**config.mk**
```make
export PLATFORM = sky130hd
export DESIGN_NAME = snu_cfg
export DESIGN_NICKNAME = d
export VERILOG_FILES = /design/src/rtl/core/snu_pkg.sv /design/src/rtl/core/snu_cfg.sv
export SDC_FILE = /design/constraint.sdc
export NUM_CORES = 1
export LEC_CHECK = 0
export BUFFER_PORTS_ARGS = -buffer_cell sky130_fd_sc_hd__buf_2
export CAP_MARGIN = 40
export CORE_MARGIN = 1.5
export CORE_UTILIZATION = 50
export DETAILED_ROUTE_END_ITERATION = 10
export PLACE_DENSITY = 0.88
export SLEW_MARGIN = 20
export SYNTH_ARGS = -nofsm -noshare
export SYNTH_HDL_FRONTEND = slang
export SYNTH_SLANG_ARGS = --single-unit
```
**constraint.sdc**
```tcl
create_clock -name clk -period 3 [get_ports clk]
set_input_delay 0.9 -clock clk [delete_from_list [all_inputs] [get_ports clk]]
set_output_delay 0.9 -clock clk [all_outputs]
set_load 0.03 [all_outputs]
```
**src/rtl/core/snu_pkg.sv**
```systemverilog
`timescale 1ns / 1ps
// ----------------------------------------------------------------------------
// snu_pkg: shared types and constants of the spiking neuron update unit
// Field widths, register map, reset mode codes and the structs that pass
// between the configuration block, the update datapath and the top level.
// ----------------------------------------------------------------------------
package snu_pkg;

  localparam int IDX_W  = 8;
  localparam int POT_W  = 20;
  localparam int WGT_W  = 9;
  localparam int PRN_W  = 8;
  localparam int THR_W  = 18;
  localparam int RV_W   = 19;
  localparam int LEAK_W = 9;
  localparam int RM_W   = 2;
  localparam int FLG_W  = 4;
  localparam int MSK_W  = 8;

  localparam int APB_AW = 5;
  localparam int APB_DW = 32;

  // register map, one 32-bit word per register
  typedef enum logic [2:0] {
    REG_POS_THR    = 3'd0,
    REG_NEG_THR    = 3'd1,
    REG_LEAK       = 3'd2,
    REG_RESET_V    = 3'd3,
    REG_RESET_MODE = 3'd4,
    REG_MODE_FLAGS = 3'd5,
    REG_THR_MASK   = 3'd6
  } reg_idx_t;

  typedef enum logic [RM_W-1:0] {
    RM_LOAD = 2'd0,
    RM_SUB  = 2'd1,
    RM_KEEP = 2'd2
  } reset_mode_t;

  // bit positions within mode_flags
  localparam int FLG_LEAK_REV   = 0;
  localparam int FLG_STOCH_LEAK = 1;
  localparam int FLG_KAPPA      = 2;
  localparam int FLG_LEAK_NEG   = 3;

  localparam logic REQ_INTEGRATE  = 1'b0;
  localparam logic REQ_LEAK_FIRE  = 1'b1;

  typedef struct packed {
    logic        [THR_W-1:0]  pos_thr;
    logic        [THR_W-1:0]  neg_thr;
    logic signed [LEAK_W-1:0] leak;
    logic signed [RV_W-1:0]   reset_v;
    logic        [RM_W-1:0]   reset_mode;
    logic        [FLG_W-1:0]  flags;
    logic        [MSK_W-1:0]  thr_mask;
  } cfg_t;

  typedef struct packed {
    logic                    req_type;
    logic        [IDX_W-1:0] idx;
    logic signed [WGT_W-1:0] weight;
    logic                    stoch_w;
    logic        [PRN_W-1:0] prn;
    logic                    in_range;
  } item_t;

  typedef struct packed {
    logic signed [POT_W-1:0] potential;
    logic                    fired;
  } upd_t;

endpackage

```
**src/rtl/core/snu_cfg.sv**
```systemverilog
`timescale 1ns / 1ps
// ----------------------------------------------------------------------------
// snu_cfg: configuration registers
// APB-style register file holding the shared neuron parameters.
// ----------------------------------------------------------------------------
module snu_cfg
  import snu_pkg::*;
(
  input  logic              clk,
  input  logic              rst,
  input  logic              psel,
  input  logic              penable,
  input  logic              pwrite,
  input  logic [APB_AW-1:0] paddr,
  input  logic [APB_DW-1:0] pwdata,
  output logic [APB_DW-1:0] prdata,
  output cfg_t              cfg
);

  logic       wr_en;
  logic [2:0] reg_sel;

  assign wr_en   = psel & penable & pwrite;
  assign reg_sel = paddr[APB_AW-1:2];

  always_ff @(posedge clk) begin
    if (rst) begin
      cfg <= '0;
    end else if (wr_en) begin
      case (reg_sel)
        REG_POS_THR:    cfg.pos_thr    <= pwdata[THR_W-1:0];
        REG_NEG_THR:    cfg.neg_thr    <= pwdata[THR_W-1:0];
        REG_LEAK:       cfg.leak       <= pwdata[LEAK_W-1:0];
        REG_RESET_V:    cfg.reset_v    <= pwdata[RV_W-1:0];
        REG_RESET_MODE: cfg.reset_mode <= pwdata[RM_W-1:0];
        REG_MODE_FLAGS: cfg.flags      <= pwdata[FLG_W-1:0];
        REG_THR_MASK:   cfg.thr_mask   <= pwdata[MSK_W-1:0];
        default: ;
      endcase
    end
  end

  always_comb begin
    case (reg_sel)
      REG_POS_THR:    prdata = APB_DW'(cfg.pos_thr);
      REG_NEG_THR:    prdata = APB_DW'(cfg.neg_thr);
      REG_LEAK:       prdata = APB_DW'(cfg.leak);
      REG_RESET_V:    prdata = APB_DW'(cfg.reset_v);
      REG_RESET_MODE: prdata = APB_DW'(cfg.reset_mode);
      REG_MODE_FLAGS: prdata = APB_DW'(cfg.flags);
      REG_THR_MASK:   prdata = APB_DW'(cfg.thr_mask);
      default:        prdata = '0;
    endcase
  end

endmodule

```
# ---- Yosys cells after proc, flatten, opt, wreduce, memory -nomap -nowiden
# Index checks and enable logic that the tools add are counted.
dict set report word_totals {
  ff_bits 78
  in_bits 42
  output_inout_bits 110
  elab_cells 24
}
dict set report classes {
  n_eq_ne 6
  muxes 1
  bitwise 2
  reduce_logical 8
}
# op count
set ops {}
lappend ops {{one-hot mux 32 bit (7 select lines)} 1}
lappend ops {{AND reduction 2 bit} 7}
lappend ops {{== test 3 bit (second input constant)} 3}
lappend ops {{== test 3 x 2 -> 1 bit (second input constant)} 2}
lappend ops {{== test 3 x 1 -> 1 bit (second input constant)} 1}
lappend ops {{zero test 3 bit} 1}
lappend ops {{bitwise AND 1 bit} 2}

# ---- Longest topological paths before layout
# Gate-level depths: netlist of run 1.
dict set report logic_depth {
  word_depth 3
  depth_mapped 6
  ltp_nobuf 3
}

# ---- Worst setup path after synthesis of run 1
# OpenSTA, ideal clock, no wires.
dict set report synth_timing {
  path_kind {input -> output}
  startpoint {in paddr[4]}
  endpoint {out prdata[19]}
  arrival_time_ns 2.455
  t_required_ns 2.100
  setup_slack_ns -0.355
  stages 5
  n_path_buf 3
  cell_sequence {buf_6 > nand2b_4 > clkbuf_1 > nor2_1 > buf_4}
}
dict set report synth_via {
  elab_chain_cells 2
  word_cells_on_any_way 8
  cone_classes {eq/ne: 6; mux: 1; reduce/logical: 1}
}
# item line_no
set synth_rtl {}
lappend synth_rtl {{from (decl)} snu_cfg.sv:14} ;# input logic [APB_AW-1:0] paddr,
lappend synth_rtl {{== test 3 bit, or another cell as far along} snu_cfg.sv:44} ;# case (reg_sel)
lappend synth_rtl {{one-hot mux 32 bit (7 select lines) (*)} snu_cfg.sv:44}
lappend synth_rtl {{to (decl)} snu_cfg.sv:16} ;# output logic [APB_DW-1:0] prdata,
# Mark *: on every way between the ends. The rest lies on a longest branch, timed or not.

# ---- Final worst setup path of run 1
dict set report layout_timing {
  startpoint {in paddr[4]}
  endpoint {out prdata[0]}
}
# Same word-level chain as after synthesis.

==> results of run 1 <==
## worst max path at each step
stage	end	slack, ps	start	cells after the start
after global routing	prdata[0]	10	paddr[4]	4
after floorplan	prdata[4]	20	paddr[4]	5
after detailed placement	prdata[3]	20	paddr[4]	6
after global placement	prdata[6]	40	paddr[3]	6
final	prdata[0]	40	paddr[4]	4
after CTS	prdata[3]	10	paddr[4]	6
## cell usage after synthesis (all sizes together)
cell	count
mux2i	64
nand3	2
or3b	1
nor3	1
nand3b	2
nand2	7
mux2	3
o211a	1
nor2b	30
nand2b	81
inv	5
and4b	1
nand4	1
buf	28
o22ai	5
mux4	16
a311oi	1
dfxtp	78
nor3b	1
o2bb2ai	3
o21a	1
nor2	2
clkbuf	18
or2	1
o21ai	39
## kinds of logic after synthesis
family / share of synthesized area [%]
AOI/OAI and AO/OA: 6.87
buffers and inverters: 8.28
DFF: 38.4
muxes: 25.6
and+or+nand+nor: 20.8
## layer usage
layer / routed length [um] / up-vias / share of wire [%]
li1: - / 1574 / -
met1: 4420 / 1572 / 43
met2: 5230 / 112 / 51
met3: 584 / 9 / 5.7
met4: 89 / 0 / 0.86
met5: 0 / - / 0
## what timing repair did
action,in CTS,in global routing
buffers inserted,0,4
gates resized for setup,0,5
setup endpoints to repair,0,10
## power by group through the flow
stage,registers (mW),clock network [mW],logic [mW]
global placement,1.07,0,0.185
CTS,1.05,0.876,0.191
global route,1.05,0.913,0.209
floorplan,1.09,0,0.116
detailed placement,1.07,0,0.190
finish,1.05,0.861,0.194
## cell usage in the layout (no fill, tap or decap), types with 2 or more instances in the layout
cell       count
mux4_2        15
o22ai_1        5
nor2b_1       29
mux2_2         3
mux2i_1       64
o21ai_1        3
inv_1          5
buf_2        134
bufinv_16      2
buf_12         3
o21ai_0       36
nor2_4         2
dfxtp_1       78
clkinv_2       2
clkbuf_1       2
nand3b_1       2
clkbuf_8      10
buf_4         19
o2bb2ai_1      3
nand2b_1      80
nand2_1        6
## worst max-delay path: stages
cell	delay (ps)
buf_2	170
mux4_2	520
mux2_2	280
buf_2	180
## cell type report
class                   count  share of cell area (%)
multi-input cells         263                    43.7
flip-flops and latches     78                    31.3
repair buffers            157                    17.7
clock buffers              12                    2.91
well taps                 102                    2.56
clock inverters             4                    1.40
inverters                   5                   0.376
==> key figures, run 1 <==
Logic synthesis
  – Yosys reg bits: 78
  – Register area share after synthesis: 38.4%
  – Leading area contributor after synthesis: dfxtp_1
  – Syn_area_per_cell: 10.4 um2
  – Synth cell types: 35
  – Post-Synthesis Cells: 392
  – Synth Cell Area: 0.00406 mm2
  – Syn Nets: 434
  – Synth warn: 0
  – Area share of the largest cell type after synthesis: 38.4%
  – Most area-consuming cells after synthesis: dfxtp_1, mux2i_1, nand2b_1

Placement
  – I/O Buffers: 136
  – DP Wirelength: 7170 um
  – GP Congestion: 0.745
  – Cell total after placement: 601
  – Post-Place Worst Slack: 22.1 ps
  – Post-DP Area: 0.00473 mm2

Timing
  – Worst Skew: 0 ps
  – Setup_tns: 0 ps
  – Final Hold Slack: 490 ps
  – Slew Limit Fails: 0
  – Measured slew at the worst slew-check pin: 510 ps
  – Fin worst setup slack: 41.8 ps
  – Slew margin rel.: 66.0%
  – Final period demand of the worst path: 2960 ps
  – RSZ-0062 raised after global routing: no
  – Final hold viol count: 0
  – Fmax: 338 MHz
  – # setup viols final: 0
  – Fin crit share: 98.6%

Setup path
  – Worst Path Max Fanout: 4
  – FF-to-FF End: cfg[41]
  – Req. time, crit path: 2100 ps
  – R2R Path Start: cfg[41]
  – FF-to-FF setup slack: 2060 ps
  – CP startpoint kind: input pin
  – Crit end category: primary output
  – Crit path arrival time: 2060 ps
  – CP Class: in2out
  – R2R cell count: 2

Global routing
  – Gr busiest metal: met2
  – Largest net degree at the start of global routing: 46
  – Initial antenna violation count: 0
  – Tot GR Track Use: 24.5%
  – GRT overflow: 0
  – Met2 GRT Util: 42.3%
  – Met1 usage: 30.9%
  – First-pass GRT wire length: 16500 um
  – Vias in the first global route: 3172
  – Met3 Use GR: 4.31%

Power and ir drop
  – Share of total power in sequential cells: 49.8%
  – Int Power: 1.61 mW
  – Comb power frac: 9.2%
  – Net Sw Frac: 23.3%
  – Total power: 2.10 mW
  – Clock share of power: 40.9%
  – P_sw: 0.489 mW
  – VDD IR-drop max: 0.218 mV
  – Cell Pwr Density: 422 mW/mm2
  – Leak pwr: 2.46 nW

Floorplan
  – Chip Height: 93.1 um
  – Die area: 0.00868 mm2
  – Row count: 32
  – Top Ports: 152
  – Area of the core: 0.00781 mm2
  – Starting Density: 52.0%
  – Die Width: 93.1 um

CTS
  – CTS buffer count: 9
  – Cts hold-fix bufs: 0
  – CTS Sinks: 78
  – Clock Latency Late Sink: 330 ps
  – CTS root buffer: clkbuf_8
  – Htree depth: 3
  – TritonCTS clock tree: built
  – Clk slew on worst S/H paths: 80 ps
  – Max Buffers Root-to-Sink: 2

Cells and area
  – P&R area growth vs syn: 22.8%
  – Max reg flops: 78
  – Reg with most FFs: cfg
  – Post-layout instance count excluding filler cells: 621
  – Register Area: 0.00156 mm2
  – Top Registers: cfg (78)
  – Multi-input logic area: 0.00218 mm2
  – N_diodes: 0
  – Ratio of cells with drive above 1 in the final layout: 38.0%
  – Design area: 0.00499 mm2
  – Finished Core Util: 63.9%
  – # nets final: 556
  – Fill cells: 660

Detailed routing
  – Overall routed net length: 10300 um
  – First-pass iteration count of the detailed router: 4
  – Antenna-violating nets left: 0
  – Vias per inst: 5.26
  – Routed len/inst: 16.6 um
  – Vias: 3267
  – Residual DRC: 0
  – Initial drt markers: 109

Hold path
  – WHS Endpoint: cfg[76]
  – Worst Hold Depth: 2
  – Hold Path Class: reg2reg
  – Beginning of the worst hold path: cfg[76]

Job
  – Max_cap viols: 0

Status
  – Outcome: complete, no violations
(Power assumes the default switching activity.)
==> run 2, diff against run 1 <==
Settings changed: ABC_AREA from default to 1, CORE_UTILIZATION 50 to 49, GPL_ROUTABILITY_DRIVEN from default to 0, PLACE_DENSITY 0.88 to 0.87.
==> run 2 against run 1 <==
Compared with the run above: clock power fell by 15%; flip-flop and latch count did not move; fmax rose by 0.19%; first-iteration DRC count rose to 2.6 times the previous value; via count rose by 38%; register-to-register slack improved by 280 ps; critical endpoint is now prdata[2].
==> key figures, run 2 <==
Cells and area
  – Reg with most FFs: cfg
  – Commonest cells after routing, fill and taps aside: nand2_1, nor2_1, buf_2
  – N_diodes: 0
  – Post-layout instance count excluding filler cells: 883
  – Most common cell after layout, fill and taps aside: nand2_1
  – P&R area growth vs syn: 23.1%
  – Ratio of cells with drive above 1 in the final layout: 24.6%
  – Design area: 0.00496 mm2
  – Fill cells: 766
  – # nets final: 818
  – Finished Core Util: 63.2%
  – Top Registers: cfg (78)
  – Max reg flops: 78

Detailed routing
  – Overall routed net length: 11800 um
  – Residual DRC: 0
  – Initial drt markers: 288
  – Routed len/inst: 13.4 um
  – Vias per inst: 5.09
  – Antenna-violating nets left: 0
  – First-pass iteration count of the detailed router: 6
  – Vias: 4496

Logic synthesis
  – Syn Nets: 699
  – Number of synthesized flops with an enable pin: 0
  – Ys async rst share: 0%
  – Post-Synthesis Cells: 657
  – Leading area contributor after synthesis: dfxtp_1
  – Area share of the largest cell type after synthesis: 38.7%
  – Yosys reg bits: 78
  – Synth warn: 0
  – Top FF cell, synth: dfxtp_1
  – Most area-consuming cells after synthesis: dfxtp_1, nand2_1, nor2_1
  – Synth Cell Area: 0.00403 mm2
  – Most common cell in the netlist: nand2_1
  – Synth cell types: 17
  – Register area share after synthesis: 38.7%
  – Syn_area_per_cell: 6.14 um2
  – Top post-synthesis cells by count: nand2_1, nor2_1, dfxtp_1, nand3_1, inv_1

CTS
  – Clock Latency Late Sink: 350 ps
  – CTS Sinks: 78
  – CTS root buffer: clkbuf_8
  – Resized cells post-CTS: 0
  – Max Buffers Root-to-Sink: 2
  – Post-CTS Setup Bufs: 0
  – Clk slew on worst S/H paths: 70 ps
  – TritonCTS clock tree: built
  – Cts hold-fix bufs: 0
  – Htree depth: 3
  – CTS buffer count: 9

Global routing
  – Tot GR Track Use: 27.1%
  – Initial antenna violation count: 0
  – Largest net degree at the start of global routing: 50
  – GRT overflow: 0
  – Vias in the first global route: 4051
  – First-pass GRT wire length: 18500 um

Setup path
  – Req. time, crit path: 2100 ps
  – Critical path endpoint: prdata[2]
  – CP startpoint kind: input pin
  – FF-to-FF setup slack: 2340 ps
  – CP Launch Point: paddr[2]
  – Crit path arrival time: 2050 ps
  – FF-to-FF End: cfg[40]
  – CP Class: in2out
  – R2R cell count: 2
  – R2R Path Start: cfg[40]
  – Crit end category: primary output
  – Worst Path Max Fanout: 10

Hold path
  – Hold Path Class: reg2reg
  – Beginning of the worst hold path: cfg[53]

Power and ir drop
  – Leak pwr: 2.66 nW
  – VDD IR-drop max: 0.235 mV
  – Total power: 2.04 mW
  – Cell Pwr Density: 411 mW/mm2

Floorplan
  – Die area: 0.00878 mm2
  – Chip Height: 93.7 um
  – Area of the core: 0.00785 mm2
  – Starting Density: 51.4%
  – Row count: 32
  – Die Width: 93.7 um
  – Top Ports: 152

Timing
  – RSZ-0062 raised after global routing: yes
  – # setup viols final: 0
  – Fin crit share: 98.4%
  – Measured slew at the worst slew-check pin: 582 ps
  – Slew Limit Fails: 0
  – Setup_tns: 0 ps
  – Final hold viol count: 0
  – Final Hold Slack: 500 ps
  – Fmax: 339 MHz
  – Worst Skew: 0 ps
  – Fin worst setup slack: 47.6 ps
  – Final period demand of the worst path: 2950 ps
  – Slew margin rel.: 61.1%

Job
  – Max_cap viols: 0

Placement
  – Post-DP Area: 0.00477 mm2
  – I/O Buffers: 136
  – DP Wirelength: 8720 um
  – Post-Place Worst Slack: 36.6 ps
  – Cell total after placement: 867

Status
  – Outcome: complete, no violations
==> run 2: cell count changes in the layout (fill, tap and decap cells not counted), sizes merged, moves of 5 or more <==
| cell | before | now |
|---|---|---|
| inv | 5 | 49 |
| nor2b | 30 | 0 |
| nand2b | 81 | 0 |
| nor2 | 2 | 193 |
| nand4 | 1 | 23 |
| mux4 | 16 | 0 |
| o21ai | 39 | 0 |
| mux2i | 64 | 0 |
| o22ai | 5 | 0 |
| nand2 | 7 | 199 |
| nand3 | 2 | 65 |
==> run 2: cell families after synthesis <==
group / Yosys count / share of synthesized area (%)
buffers and inverters: 98 / 11.6
AOI/OAI and AO/OA: 1 / 0.124
and+or+nand+nor: 480 / 49.5
DFF: 78 / 38.7
==> run 2: area by class of cell <==
type / count / area [um2] / share of cell area (%)
timing repair buffer: 158 / 896 / 18.0
clock inverter: 5 / 31.3 / 0.630
inverter: 48 / 180 / 3.63
clock buffer: 11 / 151 / 3.05
sequential: 78 / 1560 / 31.5
tap: 102 / 128 / 2.57
multi-input combinational: 481 / 2020 / 40.6
==> run 2: report_power, final <==
part / internal, mW / total, mW / switching (mW) / leakage (nW)
clock network: 0.344 / 0.731 / 0.387 / 0.0955
logic: 0.0767 / 0.248 / 0.172 / 1.94
registers: 1.05 / 1.06 / 0.0106 / 0.630
total: 1.47 / 2.04 / 0.570 / 2.66
==> run 2: how the worst min path moves through the flow <==
stage	cells past startpoint	to	slack, ps
floorplan	2	cfg[24]	620
global placement	2	cfg[70]	480
detailed placement	2	cfg[53]	490
CTS	2	cfg[0]	500
global route	2	cfg[0]	520
finish	2	cfg[53]	500
==> run 2: per-layer routing <==
metal	vias to the layer above	part of all wire, %	GRT usage [%]
met1	2040	38	30.1
met5	-	0	0
li1	2235	-	-
met4	0	2.2	9.83
met3	23	8.5	5.99
met2	198	51	50.2
==> run 2: worst max-delay path, cell delays in order <==
cell,delay (ps)
buf_2,160
inv_2,110
nand2_1,70
nor2_1,160
buf_4,210
nand2_1,60
nand2_1,60
inv_1,40
nand2_1,80
buf_2,200
