===== src/rtl/core/snu_pkg.sv =====
`timescale 1ns / 1ps
// ----------------------------------------------------------------------------
// snu_pkg: shared types and constants of the spiking neuron update unit
// Field widths, register map, reset mode codes and the structs that pass
// between the configuration block, the update datapath and the top level.
// ----------------------------------------------------------------------------
package snu_pkg;

  localparam int IDX_W  = 8;
  localparam int POT_W  = 20;
  localparam int WGT_W  = 9;
  localparam int PRN_W  = 8;
  localparam int THR_W  = 18;
  localparam int RV_W   = 19;
  localparam int LEAK_W = 9;
  localparam int RM_W   = 2;
  localparam int FLG_W  = 4;
  localparam int MSK_W  = 8;

  localparam int APB_AW = 5;
  localparam int APB_DW = 32;

  // register map, one 32-bit word per register
  typedef enum logic [2:0] {
    REG_POS_THR    = 3'd0,
    REG_NEG_THR    = 3'd1,
    REG_LEAK       = 3'd2,
    REG_RESET_V    = 3'd3,
    REG_RESET_MODE = 3'd4,
    REG_MODE_FLAGS = 3'd5,
    REG_THR_MASK   = 3'd6
  } reg_idx_t;

  typedef enum logic [RM_W-1:0] {
    RM_LOAD = 2'd0,
    RM_SUB  = 2'd1,
    RM_KEEP = 2'd2
  } reset_mode_t;

  // bit positions within mode_flags
  localparam int FLG_LEAK_REV   = 0;
  localparam int FLG_STOCH_LEAK = 1;
  localparam int FLG_KAPPA      = 2;
  localparam int FLG_LEAK_NEG   = 3;

  localparam logic REQ_INTEGRATE  = 1'b0;
  localparam logic REQ_LEAK_FIRE  = 1'b1;

  typedef struct packed {
    logic        [THR_W-1:0]  pos_thr;
    logic        [THR_W-1:0]  neg_thr;
    logic signed [LEAK_W-1:0] leak;
    logic signed [RV_W-1:0]   reset_v;
    logic        [RM_W-1:0]   reset_mode;
    logic        [FLG_W-1:0]  flags;
    logic        [MSK_W-1:0]  thr_mask;
  } cfg_t;

  typedef struct packed {
    logic                    req_type;
    logic        [IDX_W-1:0] idx;
    logic signed [WGT_W-1:0] weight;
    logic                    stoch_w;
    logic        [PRN_W-1:0] prn;
    logic                    in_range;
  } item_t;

  typedef struct packed {
    logic signed [POT_W-1:0] potential;
    logic                    fired;
  } upd_t;

endpackage


===== src/rtl/core/snu_calc.sv =====
`timescale 1ns / 1ps
// ----------------------------------------------------------------------------
// snu_calc: neuron update datapath
// Integrate, or leak then check both thresholds, fire and reset, on one potential.
// ----------------------------------------------------------------------------
module snu_calc
  import snu_pkg::*;
(
  input  item_t                   item,
  input  logic signed [POT_W-1:0] v_old,
  input  cfg_t                    cfg,
  output upd_t                    upd
);

  localparam int EW = POT_W + 2;
  localparam logic signed [EW-1:0] PMAX = EW'((1 <<< (POT_W - 1)) - 1);
  localparam logic signed [EW-1:0] PMIN = ~PMAX;

  // value as is, or when gated its sign if its magnitude reaches the random number, else zero
  function automatic logic signed [WGT_W:0] stoch(
    input logic signed [WGT_W-1:0] v,
    input logic                    on,
    input logic [PRN_W-1:0]        rho
  );
    logic [WGT_W-1:0] mag;
    mag = v[WGT_W-1] ? WGT_W'(-v) : WGT_W'(v);
    if (!on) begin
      return (WGT_W+1)'(v);
    end else if (mag >= WGT_W'(rho)) begin
      if (v < 0) return -(WGT_W+1)'(1);
      else if (v == 0) return '0;
      else return (WGT_W+1)'(1);
    end else begin
      return '0;
    end
  endfunction

  function automatic logic signed [POT_W-1:0] sat(input logic signed [EW-1:0] v);
    if (v > PMAX) return PMAX[POT_W-1:0];
    else if (v < PMIN) return PMIN[POT_W-1:0];
    else return v[POT_W-1:0];
  endfunction

  logic signed [EW-1:0]    v_ext;
  logic signed [WGT_W:0]   w_eff;
  logic signed [WGT_W:0]   lk;
  logic                    om_neg;
  logic                    om_zero;
  logic signed [EW-1:0]    leak_add;
  logic signed [POT_W-1:0] v1;
  logic signed [EW-1:0]    v1e;
  logic signed [EW-1:0]    eta_s;
  logic signed [EW-1:0]    beta_s;
  logic signed [EW-1:0]    thr;
  logic                    fire;
  logic signed [EW-1:0]    res;

  always_comb begin
    v_ext = EW'(v_old);
    w_eff = stoch(item.weight, item.stoch_w, item.prn);
    lk    = stoch(cfg.leak, cfg.flags[FLG_STOCH_LEAK], item.prn);

    if (cfg.flags[FLG_LEAK_REV]) begin
      om_neg  = v_old < 0;
      om_zero = v_old == 0;
    end else begin
      om_neg  = cfg.flags[FLG_LEAK_NEG];
      om_zero = 1'b0;
    end

    if (om_zero) leak_add = '0;
    else if (om_neg) leak_add = -EW'(lk);
    else leak_add = EW'(lk);

    v1     = sat(v_ext + leak_add);
    v1e    = EW'(v1);
    eta_s  = EW'(item.prn & cfg.thr_mask);
    beta_s = EW'(cfg.neg_thr);
    thr    = EW'(cfg.pos_thr);
    thr    = thr + eta_s;
    fire   = v1e >= thr;

    res = v1e;
    if (fire) begin
      case (cfg.reset_mode)
        RM_LOAD: res = EW'(cfg.reset_v);
        RM_SUB:  res = v1e - thr;
        default: ;
      endcase
    end else if (cfg.flags[FLG_KAPPA]) begin
      if (v1e < -beta_s) res = -beta_s;
    end else if (v1e < -(beta_s + eta_s)) begin
      case (cfg.reset_mode)
        RM_LOAD: res = -EW'(cfg.reset_v);
        RM_SUB:  res = v1e + beta_s + eta_s;
        default: ;
      endcase
    end

    if (item.req_type == REQ_INTEGRATE) begin
      upd.potential = sat(v_ext + EW'(w_eff));
      upd.fired     = 1'b0;
    end else begin
      upd.potential = sat(res);
      upd.fired     = fire;
    end
  end

endmodule


===== config.mk =====
export PLATFORM = sky130hd
export DESIGN_NAME = snu_calc
export DESIGN_NICKNAME = d
export VERILOG_FILES = /design/src/rtl/core/snu_pkg.sv /design/src/rtl/core/snu_calc.sv
export SDC_FILE = /design/constraint.sdc
export NUM_CORES = 1
export LEC_CHECK = 0
export ABC_AREA = 1
export BUFFER_PORTS_ARGS = -buffer_cell sky130_fd_sc_hd__clkbuf_2
export CAP_MARGIN = 15
export CORE_ASPECT_RATIO = 1.25
export CORE_MARGIN = 2
export CORE_UTILIZATION = 38
export DETAILED_ROUTE_END_ITERATION = 12
export PLACE_DENSITY = 0.57
export SLEW_MARGIN = 30
export SYNTH_ARGS = -nofsm -noshare
export SYNTH_HDL_FRONTEND = slang
export SYNTH_SLANG_ARGS = --single-unit

===== constraint.sdc =====
create_clock -name vclk -period 13.9
set_input_delay 1.39 -clock vclk [all_inputs]
set_output_delay 1.39 -clock vclk [all_outputs]
set_load 0.01 [all_outputs]

# Yosys cells after proc, flatten, opt, wreduce, memory -nomap -nowiden
# Index checks and enable logic that the tools add are counted.
# totals
ff_bits	0
inputBits	126
word_cells	60
out_inout_bits	21
# op_classes
n_lt_le_gt_ge	14
eq_ne	1
bitwise	1
addsub	13
mux	27
reduce_logical	4
# op_table
cell	n
$mux W22	6
$mux W20	6
$logic_not A32 Y1	3
$pmux W22 S2	2
$mux W10	6
$gt A22 B20 Y1 const B	2
$lt A20 B22 Y1	2
$lt A22 B20 Y1 const B	2
$neg A19 Y22	2
$add A18 B8 Y19	2
$add A20 B22 Y22	1
$add A21 B9 Y22	1
$neg A10 Y22	1
$neg A18 Y22	1
$add A20 B10 Y21	1
$add A20 B19 Y21	1
$gt A21 B20 Y1 const B	1
$lt A21 B20 Y1 const B	1
$mux W21	1
$sub A20 B20 Y21	1
$ge A20 B20 Y1	1
$lt A20 B1 Y1 const B	1
$ge A9 B8 Y1	2
$lt A9 B1 Y1 const B	2
other kinds (6)	11

# Depth between registers and ports, before layout
# Gate-level depths: netlist of the first run.
# depth
depth_word	22
ltp_mapped	74
ltp_nobuf	72

# Worst setup path before layout of the first run
# OpenSTA, ideal clock, no wires.
# synth_path
kind	input port to output port
from	input cfg[33] (netlist name)
to	output upd[19] (netlist name)
path_buffers	2
setup_slack_ns	2.477
t_required_ns	12.510
stages	67
arrival_ns	10.033
cell_sequence	inv_1 -> ha_1 -> nand2_2 -> o41ai_1 -> xor2_1 -> ha_1 -> nand2_1 -> nor2_1 -> a21oi_1 -> o21ai_2 -> inv_2 -> nand2_4 -> nand2_2 -> nand2_1 -> o21ai_0 -> ha_1 -> inv_1 -> nor3_1 -> [... 31 more ...] -> a21o_1 -> nand2_1 -> nand2_1 -> nand2_1 -> a21oi_1 -> nor2_1 -> nand2_1 -> nand3_1 -> nand3b_1 -> inv_1 -> nand2_1 -> nand3_1 -> nand2_1 -> nand3_2 -> nand2_4 -> buf_8 -> nand2_1 -> a21oi_2
# synth_lines
element	line_no	rtl
start, declared	snu_calc.sv:11	input cfg_t cfg,
end, declared	snu_calc.sv:12	output upd_t upd

==> results by group, run 1 <==
Placed design
  • Final GP Congestion: ~0.90
  • Post-DP HPWL: between 20 and 30 mm
  • Pre-CTS WS: around 850 ps
  • IO buf count: 138

Yosys
  • Post-Synthesis Cells: approximately 1700
  • Ys Warns: 0
  • Mean post-synth cell area: between 6 and 7 µm²
  • Synth Cell Area: ~10000 µm²
  • Syn nets: 2012
  • Post-synthesis sequential area ratio: 0%
  • Synth unique cells: 61

Setup path
  • CP max FO: 19
  • Critical path type: primary input to output port
  • CP max-delay cell: fa_1
  • Worst Setup End Kind: output port
  • Req. time, crit path: around 13000 ps
  • CP arrival: between 10000 and 15000 ps
  • CP most frequent cell: nand2_1
  • Slowest stage delay, CP: approximately 570 ps
  • CP Launch Type: primary input

STA
  • Fin crit period: 12800 ps
  • Final Cycle Share: 92.11%
  • Max frequency: approximately 0.078 GHz
  • Setup repair after global routing missed its margin: false
  • Worst setup margin: approximately 1100 ps
  • Final TNS setup: 0 ps
  • Final-report setup violation count: 0
  • Endpoints failing hold: 0
  • Max-slew violations: 0
  • Tightest Pin Transition: about 790 ps
  • Max_slew headroom: a little under half

GRT
  • Aggregate global routing overflow: 0
  • Largest net degree at the start of global routing: 37
  • Global-route wire length before repair: 53.79 mm
  • Vias in the first global route: between 10000 and 15000
  • Global Route Usage Sum: between 20% and 30%
  • Initial antenna violation count: 0

Floorplanning
  • Die span in x: around 150 µm
  • Ports: between 100 and 150
  • Chip height: approximately 190 µm
  • Total die area: 28090 µm²
  • Initial Util: roughly two fifths
  • Row Count: 66
  • Core Footprint: about 26000 µm²

Hold path
  • HP Start: item[27]
  • Hold path cells: 4
  • Hold Path Sink: upd[0]
  • HP Class: primary input to output port

Final layout
  • Most common cell after layout, fill and taps aside: nand2_1
  • Clock buffer count: 0
  • Share of cells above drive strength 1: 12.75%
  • Fill cell count: 2918
  • Sequential cell area: 0 µm²
  • Number of inserted diodes: 0
  • Final #Nets: about 2100
  • Area grow syn2layout: 10.67%
  • Flip-flop and latch count: 0
  • Commonest non-fill, non-tap cells in the layout: 354 x nand2_1, 222 x inv_1, 195 x ha_1, 191 x a21oi_1, 138 x clkbuf_2

Power and ir drop
  • VDD IR max: 0.04928 mV
  • LEAKAGE: approximately 6.0 nW
  • Pwr per Cell Area: 160.4 nW/µm²

Run
  • Max-Cap Viols: 0

Detailed routing
  • DRC: 0
  • Initial DRT Pass Iterations: 5
  • Vias/cell: between 5 and 6
  • Via Count: approximately 11000
  • ANT nets after route: 0
  • WL/cell: 15.29 µm
  • WL final: roughly 33 mm
  • Drt first-iter violations: around 540

Clock tree
  • CTS Hold Bufs: 0

Run status
  • Status: complete, no violations
kinds of logic (layout without fill, tap and decap cells):
| family | after synthesis | in the layout | synth area share, % |
|---|---|---|---|
| and+or+nand+nor | 679 | 679 | 29.56 |
| AOI/OAI and AO/OA | 402 | 402 | 22.91 |
| buffers and inverters | 265 | 384 | 10.20 |
| adders and majority gates | 209 | 209 | 26.75 |
| xor gates and xnor gates | 122 | 122 | 10.58 |
cell usage after synthesis (5+ instances only):
cell,number,area (µm²)
o21a_1,6,45.04
o211ai_1,11,82.58
a31oi_1,11,68.82
a21oi_2,11,96.34
nor3b_1,8,60.06
nand2_2,20,125.1
a21o_1,5,37.54
ha_1,195,2440
nor2_1,132,495.5
clkinv_1,5,18.77
o22ai_1,8,50.05
clkbuf_1,20,75.07
nor4_1,11,68.82
o21ai_1,6,30.03
xor2_1,83,727.0
o21ai_0,99,495.5
nand2_1,355,1333
nand3_2,8,80.08
o31ai_1,6,45.04
nand2_4,7,78.83
a22o_1,6,52.55
nand3_1,70,350.3
buf_1,5,18.77
a211oi_1,8,60.06
nor3_1,30,150.1
nand4_1,13,81.33
a2111o_1,5,56.30
inv_1,223,837.1
o21bai_1,7,52.55
a21oi_1,192,960.9
or2_2,9,56.30
fa_1,14,280.3
xnor2_1,38,332.8
report_power, final:
group / switching [mW] / internal (mW)
Sequential: 0 / 0
Clock: 0 / 0
Combinational: 1.14 / 0.667
routing by layer:
layer,vias up,GRT usage [%],routed length [µm]
li1,5895,-,-
met1,5150,29.31,14700
met2,239,42.76,16160
met3,44,0.4634,914
met4,0,5.007,875
met5,-,0,0
stage by stage:
step | cell area, µm² | total power, mW | cells | util (%) | hold slack [ps]
floorplan | 10170 | 1.346 | 1677 | - | 2867
global placement | 11210 | 1.759 | 2133 | 42.82 | 3133
global route | 11250 | 2.056 | 2136 | 42.99 | 3154
detailed placement | 11210 | 1.772 | 2133 | 42.82 | 3133
finish | 11250 | 1.805 | 2136 | 42.99 | 3127
CTS | 11210 | 1.784 | 2133 | 42.82 | 3136
critical path, delay by kind of cell:
kind | cells | cell delay, ps
AOI/OAI and AO/OA | 17 | 3410
buffers and inverters | 11 | 1080
adders and majority gates | 7 | 2070
and+or+nand+nor | 25 | 3050
xor gates and xnor gates | 2 | 400
area by class of cell:
class,instances,area [µm²],area share [%]
Multi-Input combinational cell,1412,9155,81.35
Inverter,231,870.8,7.738
Timing Repair Buffer,153,803.3,7.137
Tap cell,340,425.4,3.780
worst max path at each step:
stage                   end  startpoint  slack (ps)
finish               upd[3]     cfg[33]        1100
global route         upd[3]     cfg[33]         120
CTS                  upd[2]     cfg[33]         840
detailed placement   upd[2]     cfg[33]         850
global placement     upd[2]     cfg[34]         910
floorplan           upd[19]     cfg[33]        2480
repair_timing:
item,CTS,global route
gates resized for setup,0,5
buffers inserted,0,3
setup endpoints to repair,0,19
(Power assumes the default switching activity.)
==> inputs of run 2 (changes only) <==
--- a/config.mk
+++ b/config.mk
@@ -5,7 +5,6 @@
 export SDC_FILE = /design/constraint.sdc
 export NUM_CORES = 1
 export LEC_CHECK = 0
-export ABC_AREA = 1
 export BUFFER_PORTS_ARGS = -buffer_cell sky130_fd_sc_hd__clkbuf_2
 export CAP_MARGIN = 15
 export CORE_ASPECT_RATIO = 1.25
==> run 2 against run 1 <==
  * Highest routed layer unchanged
  * Die area is 1.1% higher
  * Utilization is 0.24 points higher
  * Critical path depth is 14 lower
  * Cell area is 2.7% higher
==> results by group, run 2 <==
Setup path
  • Critical Path End: upd[3]
  • Req. time, crit path: 12510 ps
  • CP Launch Type: primary input
  • CP arrival: around 12000 ps
  • Critical path type: primary input to output port
  • Slowest stage delay, CP: around 510 ps
  • CP max FO: 7
  • CP max-delay cell: or3b_2
  • Worst Setup End Kind: output port
  • CP most frequent cell: ha_1
  • CP startpoint: cfg[33]

Run
  • Max-Cap Viols: 0

STA
  • Max-slew violations: 0
  • Fin crit period: 13110 ps
  • Setup repair after global routing missed its margin: false
  • Final-report setup violation count: 0
  • Worst setup margin: slightly below 800 ps
  • Max_slew headroom: roughly two fifths
  • Endpoints failing hold: 0
  • Max frequency: 0.07630 GHz
  • Final TNS setup: 0 ps
  • Tightest Pin Transition: 848.2 ps
  • Final Cycle Share: a little over nine tenths

Detailed routing
  • WL/cell: approximately 19 µm
  • Via Count: about 11000
  • Vias/cell: around 5.7
  • Initial DRT Pass Iterations: 5
  • ANT nets after route: 0
  • DRC: 0
  • Drt first-iter violations: about 520
  • WL final: ~37 mm

Final layout
  • Fill cell count: ~2800
  • Commonest non-fill, non-tap cells in the layout: 195 x ha_1, 138 x a21oi_1, 138 x nor2_1, 138 x clkbuf_2, 128 x nand2_1
  • Area grow syn2layout: 12.38%
  • Number of inserted diodes: 0
  • Share of cells above drive strength 1: between 10% and 20%
  • Clock buffer count: 0
  • Flip-flop and latch count: 0
  • Final Util: 43.24%
  • Multi-input logic area: slightly below 10000 µm²
  • Final #Nets: approximately 1900
  • Most common cell after layout, fill and taps aside: ha_1
  • Sequential cell area: 0 µm²

Power and ir drop
  • Pwr per Cell Area: roughly 170 nW/µm²
  • LEAKAGE: roughly 5.5 nW
  • Total Power: between 2 and 2.5 mW
  • VDD IR max: 0.05675 mV

Floorplanning
  • Die span in x: 151.2 µm
  • Initial Util: around 38%
  • Row Count: 67
  • Core Footprint: 26740 µm²
  • Total die area: roughly 28000 µm²
  • Chip height: around 190 µm
  • Ports: ~150

Hold path
  • HP Class: primary input to output port
  • HP Start: item[27]

Placed design
  • IO buf count: ~140
  • Post-DP HPWL: between 30 and 40 mm
  • Final GP Congestion: roughly 0.93
  • Pre-CTS WS: between 500 and 600 ps

GRT
  • Global Route Usage Sum: between 20% and 30%
  • Largest net degree at the start of global routing: 57
  • Aggregate global routing overflow: 0
  • Global-route wire length before repair: around 58 mm
  • Initial antenna violation count: 0
  • Vias in the first global route: about 11000

Yosys
  • Mean post-synth cell area: around 7.0 µm²
  • Top cell type's share of synthesized area: between 20% and 30%
  • Most frequent cells after synthesis: 195 x ha_1, 139 x a21oi_1, 138 x nor2_1
  • Synth Cell Area: 10290 µm²
  • Top post-synthesis cells by area: ha_1 24%, xnor2_1 8.7%, a21oi_1 6.8%
  • Ys Warns: 0
  • Synth unique cells: 90
  • Post-Synthesis Cells: 1474
  • Yosys top cell by area: ha_1
  • Most common cell in the netlist: ha_1
  • Syn nets: ~1800
  • Post-synthesis sequential area ratio: 0%

Clock tree
  • CTS Hold Bufs: 0

Run status
  • Status: complete, no violations
[run 2: cell count changes in the layout (fill, tap and decap cells not counted), sizes merged, moves of 16 or more]
cell and delta:
buf +22, xor2 -44, and3 +16, o21ai -23
a21oi -57, nand2b +22, nor2b +19, xnor2 +64
nand2 -253, mux2i +17, a21o +42, nand3 -53
inv -101
[run 2: worst max-delay path, delay by kind of cell]
| family | cells | cell delay (ps) |
|---|---|---|
| compound gates | 21 | 4630 |
| simple gates | 10 | 2260 |
| fa+ha+maj | 8 | 2200 |
| buf+inv | 7 | 810 |
| xor+xnor | 2 | 420 |
[run 2: repair_timing]
item / CTS / global route
endpoints found under the setup margin: 0 / 19
setup buffers: 0 / 1
gates resized for setup: 0 / 12
[run 2: layer usage]
layer	up-vias	track usage (%)	wire [µm]
met4	0	8.339	1483
met2	310	46.01	17910
met1	5140	33.24	16270
li1	5653	-	-
met3	71	0.3893	1312
met5	-	0	0
[run 2: cells by family after synthesis]
group | share of synthesized area (%)
compound gates | 31.10
simple gates | 21.68
fa+ha+maj | 26.44
buf+inv | 6.275
xor+xnor | 12.27
mux | 2.238
[run 2: stage by stage]
stage	instances	instance area (µm²)	hold slack (ps)
after floorplan	1474	10290	2910
after global placement	1955	11520	3168
after detailed placement	1955	11520	3168
after CTS	1955	11520	3169
after global routing	1956	11560	3205
final	1956	11560	3160
[run 2: cell type report]
type	count	area share (%)
multi-input combinational	1310	83.69
timing repair buffer	175	8.484
inverter	126	4.090
tap	345	3.733
[run 2: report_power, final]
group          switching (mW)  internal, mW  leakage (nW)
sequential                  0             0             0
clock                       0             0             0
combinational            1.19         0.834          5.55
[run 2: worst min path at each step]
stage | slack, ps | to | cells after the start
3_5_place_dp | 3170 | upd[0] | 4
6_report | 3160 | upd[0] | 4
5_1_grt | 3200 | upd[0] | 4
3_3_place_gp | 3170 | upd[0] | 4
2_1_floorplan | 2910 | upd[0] | 2
4_1_cts | 3170 | upd[0] | 4
